<file path="src/rtl/bpi_pkg.sv">
// Shared types, codes and saturating helpers for the bounded point integrator.
package bpi_pkg;

  localparam int DIMS_DEFAULT = 4;
  localparam int Q_DEPTH      = 2;
  localparam int Q_PTR_W      = 1;
  localparam int Q_CNT_W      = 2;

  localparam logic [1:0] ACT_INTEGRATE = 2'd0;
  localparam logic [1:0] ACT_BOUND     = 2'd1;
  localparam logic [1:0] ACT_LOAD      = 2'd2;

  localparam logic [2:0] MODE_CLAMP  = 3'd0;
  localparam logic [2:0] MODE_WRAP   = 3'd1;
  localparam logic [2:0] MODE_BOUNCE = 3'd2;

  localparam logic [2:0] REG_POS_FLOOR = 3'd0;
  localparam logic [2:0] REG_POS_CEIL  = 3'd1;
  localparam logic [2:0] REG_VEL_FLOOR = 3'd2;
  localparam logic [2:0] REG_VEL_CEIL  = 3'd3;
  localparam logic [2:0] REG_ACC_FLOOR = 3'd4;
  localparam logic [2:0] REG_ACC_CEIL  = 3'd5;
  localparam logic [2:0] REG_MODES     = 3'd6;

  typedef struct packed {
    logic [1:0]         op;
    logic [1:0]         sel;
    logic signed [31:0] scale;
    logic signed [31:0] np;
    logic signed [31:0] nv;
    logic signed [31:0] na;
  } cmd_t;

  typedef struct packed {
    logic signed [31:0] pos_lo;
    logic signed [31:0] pos_hi;
    logic signed [31:0] vel_lo;
    logic signed [31:0] vel_hi;
    logic signed [31:0] acc_lo;
    logic signed [31:0] acc_hi;
    logic [17:0]        modes;
  } bnd_t;

  typedef struct packed {
    logic signed [31:0] x;
    logic               clamp;
    logic               bounce;
  } chk_t;

  function automatic logic signed [31:0] sat34(input logic signed [33:0] v);
    logic signed [31:0] r;
    if (v > 34'sh0_7FFF_FFFF) r = 32'sh7FFF_FFFF;
    else if (v < -34'sh0_8000_0000) r = 32'sh8000_0000;
    else r = v[31:0];
    return r;
  endfunction

  function automatic logic signed [31:0] neg_sat(input logic signed [31:0] v);
    return sat34(-34'(v));
  endfunction

  // One side of a bound test: floor when is_lo, ceiling otherwise.
  function automatic chk_t check_side(input logic signed [31:0] x,
                                      input logic signed [31:0] bnd,
                                      input logic signed [31:0] oth,
                                      input logic [2:0]         mode,
                                      input logic               is_lo);
    chk_t r;
    logic hit;
    r.x      = x;
    r.clamp  = 1'b0;
    r.bounce = 1'b0;
    hit = is_lo ? (x < bnd) : (x > bnd);
    if (hit) begin
      case (mode)
        MODE_CLAMP: begin
          r.x     = bnd;
          r.clamp = 1'b1;
        end
        MODE_WRAP: begin
          r.x = sat34(34'(oth) + 34'(x) - 34'(bnd));
        end
        MODE_BOUNCE: begin
          r.x      = sat34((34'(bnd) <<< 1) - 34'(x));
          r.bounce = 1'b1;
        end
        default: begin
          r.x = x;
        end
      endcase
    end
    return r;
  endfunction

endpackage

</file>
<file path="src/rtl/bpi_if.sv">
// Valid/ready channel interfaces for input items and result words.
interface bpi_in_if;
  logic               valid;
  logic               ready;
  logic [1:0]         action;
  logic [1:0]         dim_select;
  logic signed [31:0] step_scale;
  logic signed [31:0] new_position;
  logic signed [31:0] new_velocity;
  logic signed [31:0] new_accel;

  modport source (output valid, action, dim_select, step_scale, new_position,
                  new_velocity, new_accel, input ready);
  modport sink   (input valid, action, dim_select, step_scale, new_position,
                  new_velocity, new_accel, output ready);
endinterface


</file>
<file path="src/rtl/bpi_front.sv">
// Front end: accepts words, drops no-op actions and out-of-range loads, queues commands.
module bpi_front #(
  parameter int DIMS = bpi_pkg::DIMS_DEFAULT
) (
  input  logic           clk,
  input  logic           rst_n,
  bpi_in_if.sink         in_ch,
  output logic           cmd_valid,
  input  logic           cmd_ready,
  output bpi_pkg::cmd_t  cmd
);
  import bpi_pkg::*;

  cmd_t                q_r [Q_DEPTH];
  logic [Q_PTR_W-1:0]  wr_ptr_r, rd_ptr_r;
  logic [Q_CNT_W-1:0]  count_r;
  logic                keep, push, pop;
  cmd_t                in_cmd;

  assign in_ch.ready = (count_r != Q_CNT_W'(Q_DEPTH));

  always_comb begin
    case (in_ch.action)
      ACT_INTEGRATE: keep = 1'b1;
      ACT_BOUND:     keep = 1'b1;
      ACT_LOAD:      keep = (32'(in_ch.dim_select) < DIMS);
      default:       keep = 1'b0;
    endcase
  end

  assign in_cmd.op    = in_ch.action;
  assign in_cmd.sel   = in_ch.dim_select;
  assign in_cmd.scale = in_ch.step_scale;
  assign in_cmd.np    = in_ch.new_position;
  assign in_cmd.nv    = in_ch.new_velocity;
  assign in_cmd.na    = in_ch.new_accel;

  assign push      = in_ch.valid && in_ch.ready && keep;
  assign cmd_valid = (count_r != '0);
  assign pop       = cmd_valid && cmd_ready;
  assign cmd       = q_r[rd_ptr_r];

  always_ff @(posedge clk) begin
    if (!rst_n) begin
      wr_ptr_r <= '0;
      rd_ptr_r <= '0;
      count_r  <= '0;
    end else begin
      if (push) wr_ptr_r <= wr_ptr_r + 1'b1;
      if (pop)  rd_ptr_r <= rd_ptr_r + 1'b1;
      if (push && !pop)      count_r <= count_r + 1'b1;
      else if (pop && !push) count_r <= count_r - 1'b1;
    end
  end

  always_ff @(posedge clk) begin
    if (push) q_r[wr_ptr_r] <= in_cmd;
  end

  a_count_up: assert property (@(posedge clk) disable iff (!rst_n)
    (push && !pop) |=> (count_r == $past(count_r) + 1'b1))
    else $error("queue count did not follow a push");

endmodule

</file>
<file path="src/flat_wrapper.sv">
// flat-port wrapper written by rule: the top's interface ports become plain ports
module bpi_front_flat import bpi_pkg::*;
#(
  parameter int DIMS = bpi_pkg::DIMS_DEFAULT
)
  (clk, rst_n, cmd_valid, cmd_ready, cmd, in_ch_valid, in_ch_action, in_ch_dim_select, in_ch_step_scale, in_ch_new_position, in_ch_new_velocity, in_ch_new_accel, in_ch_ready);
  bpi_in_if in_ch_i ();
  input  logic clk;
  input  logic rst_n;
  output logic cmd_valid;
  input  logic cmd_ready;
  output bpi_pkg::cmd_t cmd;
  input wire logic [$bits(in_ch_i.valid)-1:0] in_ch_valid;
  input wire logic [$bits(in_ch_i.action)-1:0] in_ch_action;
  input wire logic [$bits(in_ch_i.dim_select)-1:0] in_ch_dim_select;
  input wire logic [$bits(in_ch_i.step_scale)-1:0] in_ch_step_scale;
  input wire logic [$bits(in_ch_i.new_position)-1:0] in_ch_new_position;
  input wire logic [$bits(in_ch_i.new_velocity)-1:0] in_ch_new_velocity;
  input wire logic [$bits(in_ch_i.new_accel)-1:0] in_ch_new_accel;
  output wire logic [$bits(in_ch_i.ready)-1:0] in_ch_ready;
  assign in_ch_i.valid = in_ch_valid;
  assign in_ch_i.action = in_ch_action;
  assign in_ch_i.dim_select = in_ch_dim_select;
  assign in_ch_i.step_scale = in_ch_step_scale;
  assign in_ch_i.new_position = in_ch_new_position;
  assign in_ch_i.new_velocity = in_ch_new_velocity;
  assign in_ch_i.new_accel = in_ch_new_accel;
  assign in_ch_ready = in_ch_i.ready;
  bpi_front #(.DIMS(DIMS)) u_core (.clk(clk), .rst_n(rst_n), .in_ch(in_ch_i), .cmd_valid(cmd_valid), .cmd_ready(cmd_ready), .cmd(cmd));
endmodule
</file>
<file path="config.mk">
export PLATFORM = sky130hd
export DESIGN_NAME = bpi_front_flat
export DESIGN_NICKNAME = d
export VERILOG_FILES = /design/src/rtl/bpi_pkg.sv /design/src/rtl/bpi_if.sv /design/src/rtl/bpi_front.sv /design/src/flat_wrapper.sv
export SDC_FILE = /design/constraint.sdc
export NUM_CORES = 1
export LEC_CHECK = 0
export BUFFER_PORTS_ARGS = -buffer_cell sky130_fd_sc_hd__clkbuf_2
export CAP_MARGIN = 20
export CELL_PAD_IN_SITES_DETAIL_PLACEMENT = 1
export CELL_PAD_IN_SITES_GLOBAL_PLACEMENT = 2
export CORE_MARGIN = 5
export CORE_UTILIZATION = 35
export CTS_CLUSTER_SIZE = 24
export DETAILED_ROUTE_END_ITERATION = 7
export GPL_ROUTABILITY_DRIVEN = 0
export HOLD_SLACK_MARGIN = 0.1
export PLACE_DENSITY = 0.84
export SYNTH_ARGS = -nofsm -noshare
export SYNTH_HDL_FRONTEND = slang
export SYNTH_SLANG_ARGS = --single-unit
</file>
<file path="constraint.sdc">
create_clock -name clk -period 8.9 [get_ports clk]
set_input_delay 1.78 -clock clk [delete_from_list [all_inputs] [get_ports clk]]
set_output_delay 1.78 -clock clk [all_outputs]
set_load 0.01 [all_outputs]
</file>
==> results.py <==
metrics = {
    "synthesis": {
        "seq_area_frac_synth_pct": 79.5,
        "synth_area_um2": 10100,
        "yosysUniqueCellTypes": 21,
        "syn-num-nets": 573,
        "ys_warn_count": 0,
        "netlist_instances": 436,
        "synth_area_per_cell_um2": 23.1,
        "synth-seq-cells": 269,
    },
    "route": {
        "m1WireLength_um": 8900,
        "drtIter0Drc": 257,
        "finalWirelength_um": 21900,
        "highest_layer": "met5",
        "wire_per_inst_um": 19.3,
        "drc_errors": 0,
        "ant_nets": 0,
        "dr_total_vias": 5044,
        "routed_via_density": 4.45,
        "first_pass_iters": 6,
        "routed-wl-met3_um": 1570,
        "wl_met2_um": 11100,
    },
    "clocking": {
        "cts_max_level": 1,
        "clk_latency_ns": 0.53,
        "cts.path.max_buffers": 3,
        "cts-root-buf": "clkbuf_16",
        "cts.clk_slew.worst_paths_ns": 0.06,
        "cts_resized": 0,
        "postCtsSetupRepairBufs": 0,
        "ctsHoldBuffers": 0,
        "cts_buffers": 29,
        "cts_tree": "built",
        "clock_sinks": 269,
    },
    "timing": {
        "slew_headroom_pct": 33.4,
        "fin_setup_tns_ns": 0,
        "skew_ns": 0.00838,
        "hold_ws_ns": 0.527,
        "final-hold-violation-count": 0,
        "rsz0062_at_grt": "false",
        "finalSetupViolCount": 0,
        "period_share_pct": 48.7,
        "max_freq_ghz": 0.231,
        "worst_pin_slew_ns": 0.999,
        "slew_viol_final": 0,
        "finalCriticalPeriod_ns": 4.34,
    },
    "setup_path": {
        "path_max_fanout": 52,
        "crit_type": "reg2out",
        "worstReg2RegStart": "u_core.count_r[0]$_SDFFE_PN0P_",
        "cp_slowest_cell": "buf_4",
        "reg2reg_depth": 4,
        "start_kind": "register",
        "arrival_ns": 2.56,
        "end_kind": "primary output",
        "max_stage_delay_ns": 0.81,
        "required_ns": 7.12,
        "crit_chain": "buf_4 > mux2_2 > clkbuf_2",
    },
    "cells_and_area": {
        "drive_gt1_share_pct": 60.8,
        "synthToLayoutAreaGrowth_pct": 26.3,
        "layout_common_cells": "269 x clkbuf_2, 264 x edfxtp_1, 80 x mux2_4",
        "nFillCells": 2791,
        "stdcell_count": 1133,
        "nets": 863,
        "final_common_cell": "clkbuf_2",
    },
    "global_route": {
        "groute.usage.overall_pct": 13.0,
        "antenna_found_initial": 2,
        "grt_pass1_vias": 5616,
        "grt_max_degree": 70,
        "grt_pass1_wl_um": 33500,
        "grt_remaining_overflow": 0,
    },
    "outcome": {
        "outcome": "completed",
    },
    "die": {
        "die_h_um": 180,
        "coreArea_um2": 28600,
        "die_x_um": 180,
        "ios": 270,
        "start_util_pct": 35.3,
        "row_count": 62,
        "die_area_um2": 32300,
    },
    "power_and_ir_drop": {
        "p_leak_nw": 4.91,
        "clkPwrFrac_pct": 31.3,
        "seq_power_share_pct": 44.3,
        "pwr_density_cell_nw_per_um2": 288,
        "p_sw_w": 0.000986,
        "p_int_w": 0.00269,
        "p_comb_share_pct": 24.5,
        "peakVddDrop_mv": 0.190,
        "switching_share_pct": 26.8,
    },
    "job": {
        "drv_cap": 0,
    },
    "place": {
        "hpwl_um": 15000,
        "dp.cells": 1079,
        "portBuffers": 269,
    },
    "worst_hold_path": {
        "min-delay-start": "u_core.wr_ptr_r$_SDFFE_PN0P_",
        "min_path_type": "reg2reg",
        "hold_path_depth": 2,
    },
}
[state kept, by name, summed over array words and instances, names as in the netlist, named ones only]
name / flops
u_core.rd_ptr_r: 1
u_core.q_r: 264
u_core.wr_ptr_r: 1
u_core.count_r: 2
[cells by family (layout without fill, tap and decap cells)]
| kind of cell | count (synthesis) | count (layout) | synth area share [%] |
|---|---|---|---|
| flip-flops | 269 | 269 | 79.5 |
| multiplexers | 133 | 133 | 17.8 |
| buffers and inverters | 15 | 327 | 1.40 |
| AND/OR/NAND/NOR | 12 | 12 | 0.694 |
| AO/OA/AOI/OAI | 3 | 3 | 0.174 |
| XOR/XNOR | 3 | 3 | 0.260 |
| adder cells (fa/ha/maj) | 1 | 1 | 0.124 |
| other | 0 | 1 | 0 |
[cells in the mapped netlist, drive strengths merged]
| library cell | instances | share of area, % |
|---|---|---|
| a21boi | 1 | 0.074 |
| and2 | 4 | 0.25 |
| and3 | 1 | 0.062 |
| buf | 15 | 1.4 |
| dfxtp | 5 | 0.99 |
| edfxtp | 264 | 79 |
| ha | 1 | 0.12 |
| mux2 | 132 | 18 |
| mux2i | 1 | 0.099 |
| nand2 | 2 | 0.074 |
| nand2b | 2 | 0.12 |
| nor2b | 1 | 0.062 |
| o21ai | 2 | 0.099 |
| or2 | 1 | 0.062 |
| or3 | 1 | 0.062 |
| xnor2 | 2 | 0.17 |
| xor2 | 1 | 0.087 |
[worst max-delay path: cells and delay by family (launching register included)]
kind	cells	cell delay [ns]
buf+inv	2	0.94
flops	1	0.63
mux	1	0.42
[worst paths after layout]
check	end	slack (ns)
setup / recovery	cmd[121]	4.56
hold / removal	u_core.wr_ptr_r$_SDFFE_PN0P_	0.53
setup reg to reg	u_core.q_r[1][60]$_DFFE_PP_	5.88
hold reg to reg	u_core.wr_ptr_r$_SDFFE_PN0P_	0.53
[power by group through the flow]
stage / combinational, W / clock (W) / sequential, W
2_1_floorplan: 0.000628 / 0 / 0.00165
3_3_place_gp: 0.000915 / 0 / 0.00164
3_5_place_dp: 0.000924 / 0 / 0.00166
4_1_cts: 0.000926 / 0.00119 / 0.00163
5_1_grt: 0.000968 / 0.00125 / 0.00164
6_report: 0.000900 / 0.00115 / 0.00163
[final cells by class]
type,instances,area (µm²),area share (%)
sequential,269,8030,63.0
multi-input combinational,152,1930,15.2
timing repair buffer,274,1380,10.9
clock buffer,31,733,5.75
tap,384,480,3.77
clock inverter,22,183,1.43
antenna,1,2.50,0.0196
[through the flow]
step	cell area (µm²)	power [W]	setup slack (ns)	utilization, %
CTS	12700	0.00375	4.47	44.5
global route	12700	0.00386	4.42	44.5
floorplan	10100	0.00228	0.410	-
detailed placement	11800	0.00258	4.46	41.3
finish	12700	0.00368	4.56	44.5
global placement	11800	0.00256	4.53	41.3
[routing by layer]
| metal | GRT usage (%) | up-vias |
|---|---|---|
| met5 | 0 | - |
| met4 | 2.68 | 4 |
| met3 | 3.74 | 30 |
| met2 | 22.8 | 181 |
| met1 | 16.1 | 2519 |
| li1 | - | 2310 |
Power figures use the tool's default switching activity.
