File: src/rtl/bpi_pkg.sv
// Shared types, codes and saturating helpers for the bounded point integrator.
package bpi_pkg;

  localparam int DIMS_DEFAULT = 4;
  localparam int Q_DEPTH      = 2;
  localparam int Q_PTR_W      = 1;
  localparam int Q_CNT_W      = 2;

  localparam logic [1:0] ACT_INTEGRATE = 2'd0;
  localparam logic [1:0] ACT_BOUND     = 2'd1;
  localparam logic [1:0] ACT_LOAD      = 2'd2;

  localparam logic [2:0] MODE_CLAMP  = 3'd0;
  localparam logic [2:0] MODE_WRAP   = 3'd1;
  localparam logic [2:0] MODE_BOUNCE = 3'd2;

  localparam logic [2:0] REG_POS_FLOOR = 3'd0;
  localparam logic [2:0] REG_POS_CEIL  = 3'd1;
  localparam logic [2:0] REG_VEL_FLOOR = 3'd2;
  localparam logic [2:0] REG_VEL_CEIL  = 3'd3;
  localparam logic [2:0] REG_ACC_FLOOR = 3'd4;
  localparam logic [2:0] REG_ACC_CEIL  = 3'd5;
  localparam logic [2:0] REG_MODES     = 3'd6;

  typedef struct packed {
    logic [1:0]         op;
    logic [1:0]         sel;
    logic signed [31:0] scale;
    logic signed [31:0] np;
    logic signed [31:0] nv;
    logic signed [31:0] na;
  } cmd_t;

  typedef struct packed {
    logic signed [31:0] pos_lo;
    logic signed [31:0] pos_hi;
    logic signed [31:0] vel_lo;
    logic signed [31:0] vel_hi;
    logic signed [31:0] acc_lo;
    logic signed [31:0] acc_hi;
    logic [17:0]        modes;
  } bnd_t;

  typedef struct packed {
    logic signed [31:0] x;
    logic               clamp;
    logic               bounce;
  } chk_t;

  function automatic logic signed [31:0] sat34(input logic signed [33:0] v);
    logic signed [31:0] r;
    if (v > 34'sh0_7FFF_FFFF) r = 32'sh7FFF_FFFF;
    else if (v < -34'sh0_8000_0000) r = 32'sh8000_0000;
    else r = v[31:0];
    return r;
  endfunction

  function automatic logic signed [31:0] neg_sat(input logic signed [31:0] v);
    return sat34(-34'(v));
  endfunction

  // One side of a bound test: floor when is_lo, ceiling otherwise.
  function automatic chk_t check_side(input logic signed [31:0] x,
                                      input logic signed [31:0] bnd,
                                      input logic signed [31:0] oth,
                                      input logic [2:0]         mode,
                                      input logic               is_lo);
    chk_t r;
    logic hit;
    r.x      = x;
    r.clamp  = 1'b0;
    r.bounce = 1'b0;
    hit = is_lo ? (x < bnd) : (x > bnd);
    if (hit) begin
      case (mode)
        MODE_CLAMP: begin
          r.x     = bnd;
          r.clamp = 1'b1;
        end
        MODE_WRAP: begin
          r.x = sat34(34'(oth) + 34'(x) - 34'(bnd));
        end
        MODE_BOUNCE: begin
          r.x      = sat34((34'(bnd) <<< 1) - 34'(x));
          r.bounce = 1'b1;
        end
        default: begin
          r.x = x;
        end
      endcase
    end
    return r;
  endfunction

endpackage

File: src/rtl/bpi_if.sv


interface bpi_out_if;
  logic               valid;
  logic               ready;
  logic [1:0]         dim_out;
  logic signed [31:0] position_out;
  logic signed [31:0] velocity_out;
  logic signed [31:0] accel_out;
  logic               last;

  modport source (output valid, dim_out, position_out, velocity_out, accel_out, last,
                  input ready);
  modport sink   (input valid, dim_out, position_out, velocity_out, accel_out, last,
                  output ready);
endinterface

File: src/rtl/bpi_back.sv
// Back end: per-dimension sequencer for integrate, bound check and load.
module bpi_back #(
  parameter int DIMS = bpi_pkg::DIMS_DEFAULT
) (
  input  logic           clk,
  input  logic           rst_n,
  input  logic           cmd_valid,
  output logic           cmd_ready,
  input  bpi_pkg::cmd_t  cmd,
  input  bpi_pkg::bnd_t  bnd,
  bpi_out_if.source      out_ch
);
  import bpi_pkg::*;

  localparam int DIM_W = (DIMS > 1) ? $clog2(DIMS) : 1;

  localparam logic [3:0] S_IDLE  = 4'd0;
  localparam logic [3:0] S_FETCH = 4'd1;
  localparam logic [3:0] S_MUL   = 4'd2;
  localparam logic [3:0] S_INC   = 4'd3;
  localparam logic [3:0] S_VADD  = 4'd4;
  localparam logic [3:0] S_PADD  = 4'd5;
  localparam logic [3:0] S_PLO   = 4'd6;
  localparam logic [3:0] S_PHI   = 4'd7;
  localparam logic [3:0] S_PFX   = 4'd8;
  localparam logic [3:0] S_VLO   = 4'd9;
  localparam logic [3:0] S_VHI   = 4'd10;
  localparam logic [3:0] S_VFX   = 4'd11;
  localparam logic [3:0] S_ALO   = 4'd12;
  localparam logic [3:0] S_AHI   = 4'd13;
  localparam logic [3:0] S_EMIT  = 4'd14;

  logic [3:0]         state_r;
  logic [DIM_W-1:0]   dim_r;
  logic [1:0]         op_r;
  logic signed [31:0] scale_r;
  logic signed [31:0] p_r, v_r, a_r, inc_r;
  logic signed [63:0] prod_r;
  logic               clamp_r, bounce_r;
  logic signed [31:0] pos_mem [DIMS];
  logic signed [31:0] vel_mem [DIMS];
  logic signed [31:0] acc_mem [DIMS];

  logic               out_valid_r, out_last_r;
  logic [1:0]         out_dim_r;
  logic signed [31:0] out_p_r, out_v_r, out_a_r;

  logic               emit_go, lst;
  logic signed [47:0] q;
  logic signed [31:0] inc_sat;
  logic signed [31:0] cx, cb, co;
  logic [2:0]         cm;
  logic               clo;
  chk_t               chk;

  assign cmd_ready = (state_r == S_IDLE);
  assign emit_go   = !out_valid_r || out_ch.ready;
  assign lst       = (op_r == ACT_LOAD) || (dim_r == DIM_W'(DIMS - 1));

  assign q = prod_r[63:16];
  always_comb begin
    if (q > 48'sh0000_7FFF_FFFF)       inc_sat = 32'sh7FFF_FFFF;
    else if (q < -48'sh0000_8000_0000) inc_sat = 32'sh8000_0000;
    else                               inc_sat = q[31:0];
  end

  always_comb begin
    cx  = p_r;
    cb  = bnd.pos_lo;
    co  = bnd.pos_hi;
    cm  = bnd.modes[2:0];
    clo = 1'b1;
    case (state_r)
      S_PHI: begin
        cb = bnd.pos_hi; co = bnd.pos_lo; cm = bnd.modes[5:3]; clo = 1'b0;
      end
      S_VLO: begin
        cx = v_r; cb = bnd.vel_lo; co = bnd.vel_hi; cm = bnd.modes[8:6];
      end
      S_VHI: begin
        cx = v_r; cb = bnd.vel_hi; co = bnd.vel_lo; cm = bnd.modes[11:9]; clo = 1'b0;
      end
      S_ALO: begin
        cx = a_r; cb = bnd.acc_lo; co = bnd.acc_hi; cm = bnd.modes[14:12];
      end
      S_AHI: begin
        cx = a_r; cb = bnd.acc_hi; co = bnd.acc_lo; cm = bnd.modes[17:15]; clo = 1'b0;
      end
      default: begin
        cx = p_r;
      end
    endcase
  end

  assign chk = check_side(cx, cb, co, cm, clo);

  always_ff @(posedge clk) begin
    if (!rst_n) begin
      state_r     <= S_IDLE;
      dim_r       <= '0;
      op_r        <= ACT_INTEGRATE;
      for (int i = 0; i < DIMS; i++) begin
        pos_mem[i] <= '0;
        vel_mem[i] <= '0;
        acc_mem[i] <= '0;
      end
    end else begin
      case (state_r)
        S_IDLE: begin
          if (cmd_valid) begin
            op_r    <= cmd.op;
            scale_r <= cmd.scale;
            if (cmd.op == ACT_LOAD) begin
              dim_r   <= DIM_W'(cmd.sel);
              p_r     <= cmd.np;
              v_r     <= cmd.nv;
              a_r     <= cmd.na;
              state_r <= S_EMIT;
            end else begin
              dim_r   <= '0;
              state_r <= S_FETCH;
            end
          end
        end
        S_FETCH: begin
          p_r     <= pos_mem[dim_r];
          v_r     <= vel_mem[dim_r];
          a_r     <= acc_mem[dim_r];
          state_r <= (op_r == ACT_BOUND) ? S_PLO : S_MUL;
        end
        S_MUL: begin
          prod_r  <= a_r * scale_r;
          state_r <= S_INC;
        end
        S_INC: begin
          inc_r   <= inc_sat;
          state_r <= S_VADD;
        end
        S_VADD: begin
          v_r     <= sat34(34'(v_r) + 34'(inc_r));
          state_r <= S_PADD;
        end
        S_PADD: begin
          p_r     <= sat34(34'(p_r) + 34'(v_r));
          state_r <= S_EMIT;
        end
        S_PLO: begin
          p_r      <= chk.x;
          clamp_r  <= chk.clamp;
          bounce_r <= chk.bounce;
          state_r  <= S_PHI;
        end
        S_PHI: begin
          p_r      <= chk.x;
          clamp_r  <= clamp_r | chk.clamp;
          bounce_r <= bounce_r | chk.bounce;
          state_r  <= S_PFX;
        end
        S_PFX: begin
          if (bounce_r) begin
            v_r <= neg_sat(v_r);
            a_r <= neg_sat(a_r);
          end
          state_r <= S_VLO;
        end
        S_VLO: begin
          v_r      <= chk.x;
          clamp_r  <= chk.clamp;
          bounce_r <= chk.bounce;
          state_r  <= S_VHI;
        end
        S_VHI: begin
          v_r      <= chk.x;
          clamp_r  <= clamp_r | chk.clamp;
          bounce_r <= bounce_r | chk.bounce;
          state_r  <= S_VFX;
        end
        S_VFX: begin
          if (clamp_r)       a_r <= '0;
          else if (bounce_r) a_r <= neg_sat(a_r);
          state_r <= S_ALO;
        end
        S_ALO: begin
          a_r     <= chk.x;
          state_r <= S_AHI;
        end
        S_AHI: begin
          a_r     <= chk.x;
          state_r <= S_EMIT;
        end
        S_EMIT: begin
          if (emit_go) begin
            pos_mem[dim_r] <= p_r;
            vel_mem[dim_r] <= v_r;
            acc_mem[dim_r] <= a_r;
            if (lst) begin
              state_r <= S_IDLE;
            end else begin
              dim_r   <= dim_r + 1'b1;
              state_r <= S_FETCH;
            end
          end
        end
        default: begin
          state_r <= S_IDLE;
        end
      endcase
    end
  end

  always_ff @(posedge clk) begin
    if (!rst_n) begin
      out_valid_r <= 1'b0;
    end else if (state_r == S_EMIT && emit_go) begin
      out_valid_r <= 1'b1;
    end else if (out_ch.ready) begin
      out_valid_r <= 1'b0;
    end
  end

  always_ff @(posedge clk) begin
    if (state_r == S_EMIT && emit_go) begin
      out_dim_r  <= 2'(dim_r);
      out_p_r    <= p_r;
      out_v_r    <= v_r;
      out_a_r    <= a_r;
      out_last_r <= lst;
    end
  end

  assign out_ch.valid        = out_valid_r;
  assign out_ch.dim_out      = out_dim_r;
  assign out_ch.position_out = out_p_r;
  assign out_ch.velocity_out = out_v_r;
  assign out_ch.accel_out    = out_a_r;
  assign out_ch.last         = out_last_r;

  a_dim_range: assert property (@(posedge clk) disable iff (!rst_n)
    32'(dim_r) < DIMS)
    else $error("dimension index out of range");

  a_last_idle: assert property (@(posedge clk) disable iff (!rst_n)
    (state_r == S_EMIT && emit_go && lst) |=> (state_r == S_IDLE && out_valid_r && out_last_r))
    else $error("final word did not end the action");

endmodule

File: src/flat_wrapper.sv
// flat-port wrapper written by rule: the top's interface ports become plain ports
module bpi_back_flat import bpi_pkg::*;
#(
  parameter int DIMS = bpi_pkg::DIMS_DEFAULT
)
  (clk, rst_n, cmd_valid, cmd_ready, cmd, bnd, out_ch_valid, out_ch_dim_out, out_ch_position_out, out_ch_velocity_out, out_ch_accel_out, out_ch_last, out_ch_ready);
  bpi_out_if out_ch_i ();
  input  logic clk;
  input  logic rst_n;
  input  logic cmd_valid;
  output logic cmd_ready;
  input  bpi_pkg::cmd_t cmd;
  input  bpi_pkg::bnd_t bnd;
  output wire logic [$bits(out_ch_i.valid)-1:0] out_ch_valid;
  output wire logic [$bits(out_ch_i.dim_out)-1:0] out_ch_dim_out;
  output wire logic [$bits(out_ch_i.position_out)-1:0] out_ch_position_out;
  output wire logic [$bits(out_ch_i.velocity_out)-1:0] out_ch_velocity_out;
  output wire logic [$bits(out_ch_i.accel_out)-1:0] out_ch_accel_out;
  output wire logic [$bits(out_ch_i.last)-1:0] out_ch_last;
  input wire logic [$bits(out_ch_i.ready)-1:0] out_ch_ready;
  assign out_ch_valid = out_ch_i.valid;
  assign out_ch_dim_out = out_ch_i.dim_out;
  assign out_ch_position_out = out_ch_i.position_out;
  assign out_ch_velocity_out = out_ch_i.velocity_out;
  assign out_ch_accel_out = out_ch_i.accel_out;
  assign out_ch_last = out_ch_i.last;
  assign out_ch_i.ready = out_ch_ready;
  bpi_back #(.DIMS(DIMS)) u_core (.clk(clk), .rst_n(rst_n), .cmd_valid(cmd_valid), .cmd_ready(cmd_ready), .cmd(cmd), .bnd(bnd), .out_ch(out_ch_i));
endmodule
File: config.mk
export PLATFORM = sky130hd
export DESIGN_NAME = bpi_back_flat
export DESIGN_NICKNAME = d
export VERILOG_FILES = /design/src/rtl/bpi_pkg.sv /design/src/rtl/bpi_if.sv /design/src/rtl/bpi_back.sv /design/src/flat_wrapper.sv
export SDC_FILE = /design/constraint.sdc
export NUM_CORES = 2
export LEC_CHECK = 0
export BUFFER_PORTS_ARGS = -buffer_cell sky130_fd_sc_hd__clkbuf_2
export CORE_UTILIZATION = 50
export CTS_BUF_LIST = sky130_fd_sc_hd__clkbuf_4
export CTS_CLUSTER_SIZE = 30
export DETAILED_ROUTE_END_ITERATION = 7
export GPL_TIMING_DRIVEN = 0
export PLACE_DENSITY_LB_ADDON = 0.1
export SYNTH_ARGS = -nofsm -noshare
export SYNTH_HDL_FRONTEND = slang
export SYNTH_SLANG_ARGS = --single-unit
File: constraint.sdc
create_clock -name clk -period 17.4 [get_ports clk]
set_clock_uncertainty 0.15 [all_clocks]
set_input_delay 0 -clock clk [delete_from_list [all_inputs] [get_ports clk]]
set_output_delay 0 -clock clk [all_outputs]
set_load 0.02 [all_outputs]
==> results.sh <==
export IMPL_cp_arrival_ns=13.99
export IMPL_violations="DRC, hold timing, capacitance limit, slew limit"
export IMPL_synth_compound_area_share_pct=11.3
export IMPL_hold_violations=1
export IMPL_seq_area_sq_um=21000
export IMPL_drive_gt1_share_pct=10.7
export IMPL_cts_buffers_inserted=193
export IMPL_finalSetupViolCount=0
export IMPL_worstMarginPinSlew_ns=1.66
export IMPL_nets=10600
export IMPL_ys_flop_type="edfxtp_1"
export IMPL_rsz0062_at_grt="false"
export IMPL_cts_setup_buffers=0
export IMPL_drt_wl_total_microns=358000
export IMPL_ios=447
export IMPL_core_sq_um=155000
export IMPL_synth_largest_area_cell="fa_1"
export IMPL_syn_cell_area_sq_um=78300
export IMPL_crit_top_cell="fa_1"
export IMPL_synth_top_family_by_area="adder cells"
export IMPL_yosys_area_share_simple_pct=14.4
export IMPL_first_pass_iters=8
export IMPL_dp_hpwl_microns=287000
export IMPL_drt_initial_drc_count=9722
export IMPL_yosysTopAreaCellShare_pct=28.5
export IMPL_dieArea_sq_um=158000
export IMPL_synth_edff_count=693
export IMPL_grt_antenna_before_repair=44
export IMPL_ctsRootBufferMaster="clkbuf_4"
export IMPL_max_cap_violations=9
export IMPL_cts_tree="built"
export IMPL_yosysUniqueCellTypes=96
export IMPL_die_x_microns=398
export IMPL_crit_slowest_cell="clkbuf_1"
export IMPL_start_util_pct=50.6
export IMPL_drv_slew=37
export IMPL_postRouteAntennaNets=0
export IMPL_worstPathRequired_ns=18.24
export IMPL_cts_max_level=4
export IMPL_clkLatencyLatePin_ns=1.34
export IMPL_drt_wirelength_per_cell_microns=32.4
export IMPL_tns_ns=0
export IMPL_synthArstFlopShare_pct=0
export IMPL_start_kind="register"
export IMPL_end_kind="register"
export IMPL_grt_max_degree=58
export IMPL_ctsResizeCount=0
export IMPL_synth_cells=7778
export IMPL_num_vias=69000
export IMPL_slew_headroom_pct=-11.0
export IMPL_grt_pass1_wl_microns=497000
export IMPL_synth_nets=9583
export IMPL_max_stage_delay_ns=1.13
export IMPL_ys_top_cells_by_area="fa_1 29%, edfxtp_1 27%, inv_1 6.0%, ha_1 5.5%, nand2_1 4.8%"
export IMPL_synthAdderAreaFrac_pct=34.0
export IMPL_die_h_microns=398
export IMPL_status="finished with violations"
export IMPL_synth_xor_area_share_pct=2.24
export IMPL_ys_warn_count=0
export IMPL_worstPathMaxFanout=11
export IMPL_synth_seq_cells=704
export IMPL_multi_input_area_sq_um=50900
export IMPL_fmax_ghz=0.0760
export IMPL_port_buffers=445
export IMPL_seq_area_frac_synth_pct=26.9
export IMPL_globalplace_congestion=1.09
export IMPL_clkTransAtPathRegs_ns=0.06
export IMPL_num_rows=144
export IMPL_avgSynthCellArea_sq_um=10.1
export IMPL_drc_errors=31
export IMPL_reg2reg_slack_ns=4.24
export IMPL_fin_crit_sh_pct=75.6
export IMPL_gr_total_overflow=0
export IMPL_period_minus_slack_ns=13.16
export IMPL_clock_sinks=704
export IMPL_viasPerCell=6.24
export IMPL_area_growth_pct=15.2
export IMPL_n_fill_cell=13600
export IMPL_track_usage_pct=45.2
export IMPL_hold_slack_ns=-0.0217
export IMPL_grt_pass1_vias=67800
export IMPL_ctsLongestPathBuffers=3
export IMPL_hp_class="in2reg"
export IMPL_synth_mux_area_share_pct=2.80
export IMPL_worstSetupPathType="reg2reg"
==> final timing paths <==
check,from,endpoint,depth (start not counted)
worst max-delay path,u_core.a_r[31],u_core.prod_r[63],28
worst min-delay path,bnd[110],u_core.a_r[28],8
worst max register to register,u_core.a_r[31],u_core.prod_r[63],28
worst min register to register,u_core.a_r[1],u_core.out_ch.accel_out[1],0
==> metrics by stage <==
| step | setup slack (ns) | cells | hold slack [ns] | utilization [%] | instance area, sq um |
|---|---|---|---|---|---|
| 5_1_grt | 4.39 | 11000 | 0.0744 | 58.2 | 90100 |
| 6_report | 4.24 | 11100 | -0.0217 | 58.3 | 90200 |
| 4_1_cts | 4.76 | 11000 | 0.00125 | 58.2 | 90100 |
| 3_3_place_gp | 1.15 | 10300 | 0.0265 | 53.7 | 83100 |
| 3_5_place_dp | 4.72 | 10300 | 0.0286 | 54.1 | 83800 |
| 2_1_floorplan | 8.36 | 7778 | -0.0511 | - | 78300 |
==> Yosys cell counts, drive strengths merged (28+ instances only) <==
library cell     n
a211oi          33
nor3            58
a21o           141
nand2          999
and2           548
o21ai          256
nand2b          59
edfxtp         693
a21oi          228
o31ai           29
a222oi          81
nand3          110
clkbuf         443
a31oi           45
xor2            70
nand4           37
nor2b           28
nor2           233
inv           1258
buf             29
and3           122
mux4            96
nor4            33
fa            1115
a221oi          33
o221ai          28
ha             344
a221o           35
xnor2          130
a22oi          105
o22ai           54
==> layout by cell type, fill, tap and decap left out, types with 141 or more instances in the layout <==
cell	count
a21o_1	141
a21oi_1	225
and2_1	547
clkbuf_1	440
clkbuf_2	450
clkbuf_4	262
dlygate4sd3_1	381
edfxtp_1	693
fa_1	1115
ha_1	344
inv_1	1257
nand2_1	997
nor2_1	228
o21ai_0	237
==> worst max-delay path, delay by kind of cell (launching register included) <==
kind / cells / cell delay [ns]
adders and majority gates: 9 / 4.88
and+or+nand+nor: 4 / 1.53
buffers and inverters: 8 / 2.75
DFF: 1 / 0.57
AOI/OAI and AO/OA: 6 / 2.77
xor gates and xnor gates: 1 / 0.21
==> logic make-up (layout without fill, tap and decap cells) <==
kind of cell    count (synthesis)  count (layout)
simple gates                 2311            2311
mux                            99              99
compound gates               1274            1274
xor+xnor                      200             200
other cells                     0              31
buf+inv                      1731            2928
fa+ha+maj                    1459            1459
flops                         704             704
==> layout make-up <==
type,instances,area share (%)
Antenna cell,31,0.0860
Buffer,472,2.01
Clock buffer,261,2.17
Clock inverter,76,0.624
Inverter,1259,5.24
Multi-Input combinational cell,5343,56.4
Sequential cell,704,23.3
Tap cell,2044,2.84
Timing Repair Buffer,860,7.33
==> sequential cells by signal, summed over array words and instances (netlist names), 2 cells and up, named ones only <==
name                        count
u_core.acc_mem                128
u_core.pos_mem                128
u_core.vel_mem                128
u_core.prod_r                  48
u_core.a_r                     32
u_core.inc_r                   32
u_core.out_ch.accel_out        32
u_core.out_ch.position_out     32
u_core.out_ch.velocity_out     32
u_core.p_r                     32
u_core.scale_r                 32
u_core.v_r                     32
u_core.state_r                  4
u_core.dim_r                    2
u_core.op_r                     2
u_core.out_ch.dim_out           2
==> what timing repair did <==
action / in CTS / in global routing
hold endpoints to repair: 436 / 0
hold buffers: 381 / 0
setup endpoints to repair: 0 / 0
==> routing by layer <==
layer | GRT usage [%] | vias to the layer above | share of wire, %
met1 | 57.6 | 34500 | 36
li1 | - | 28200 | -
met3 | 12.5 | 1187 | 12
met2 | 67.0 | 5067 | 43
met5 | 0 | - | 0.076
met4 | 31.0 | 30 | 8.3
Power is left out: the tool's default activity adds up to more than one toggle a clock period on the data nets, which glitch-free logic cannot reach.
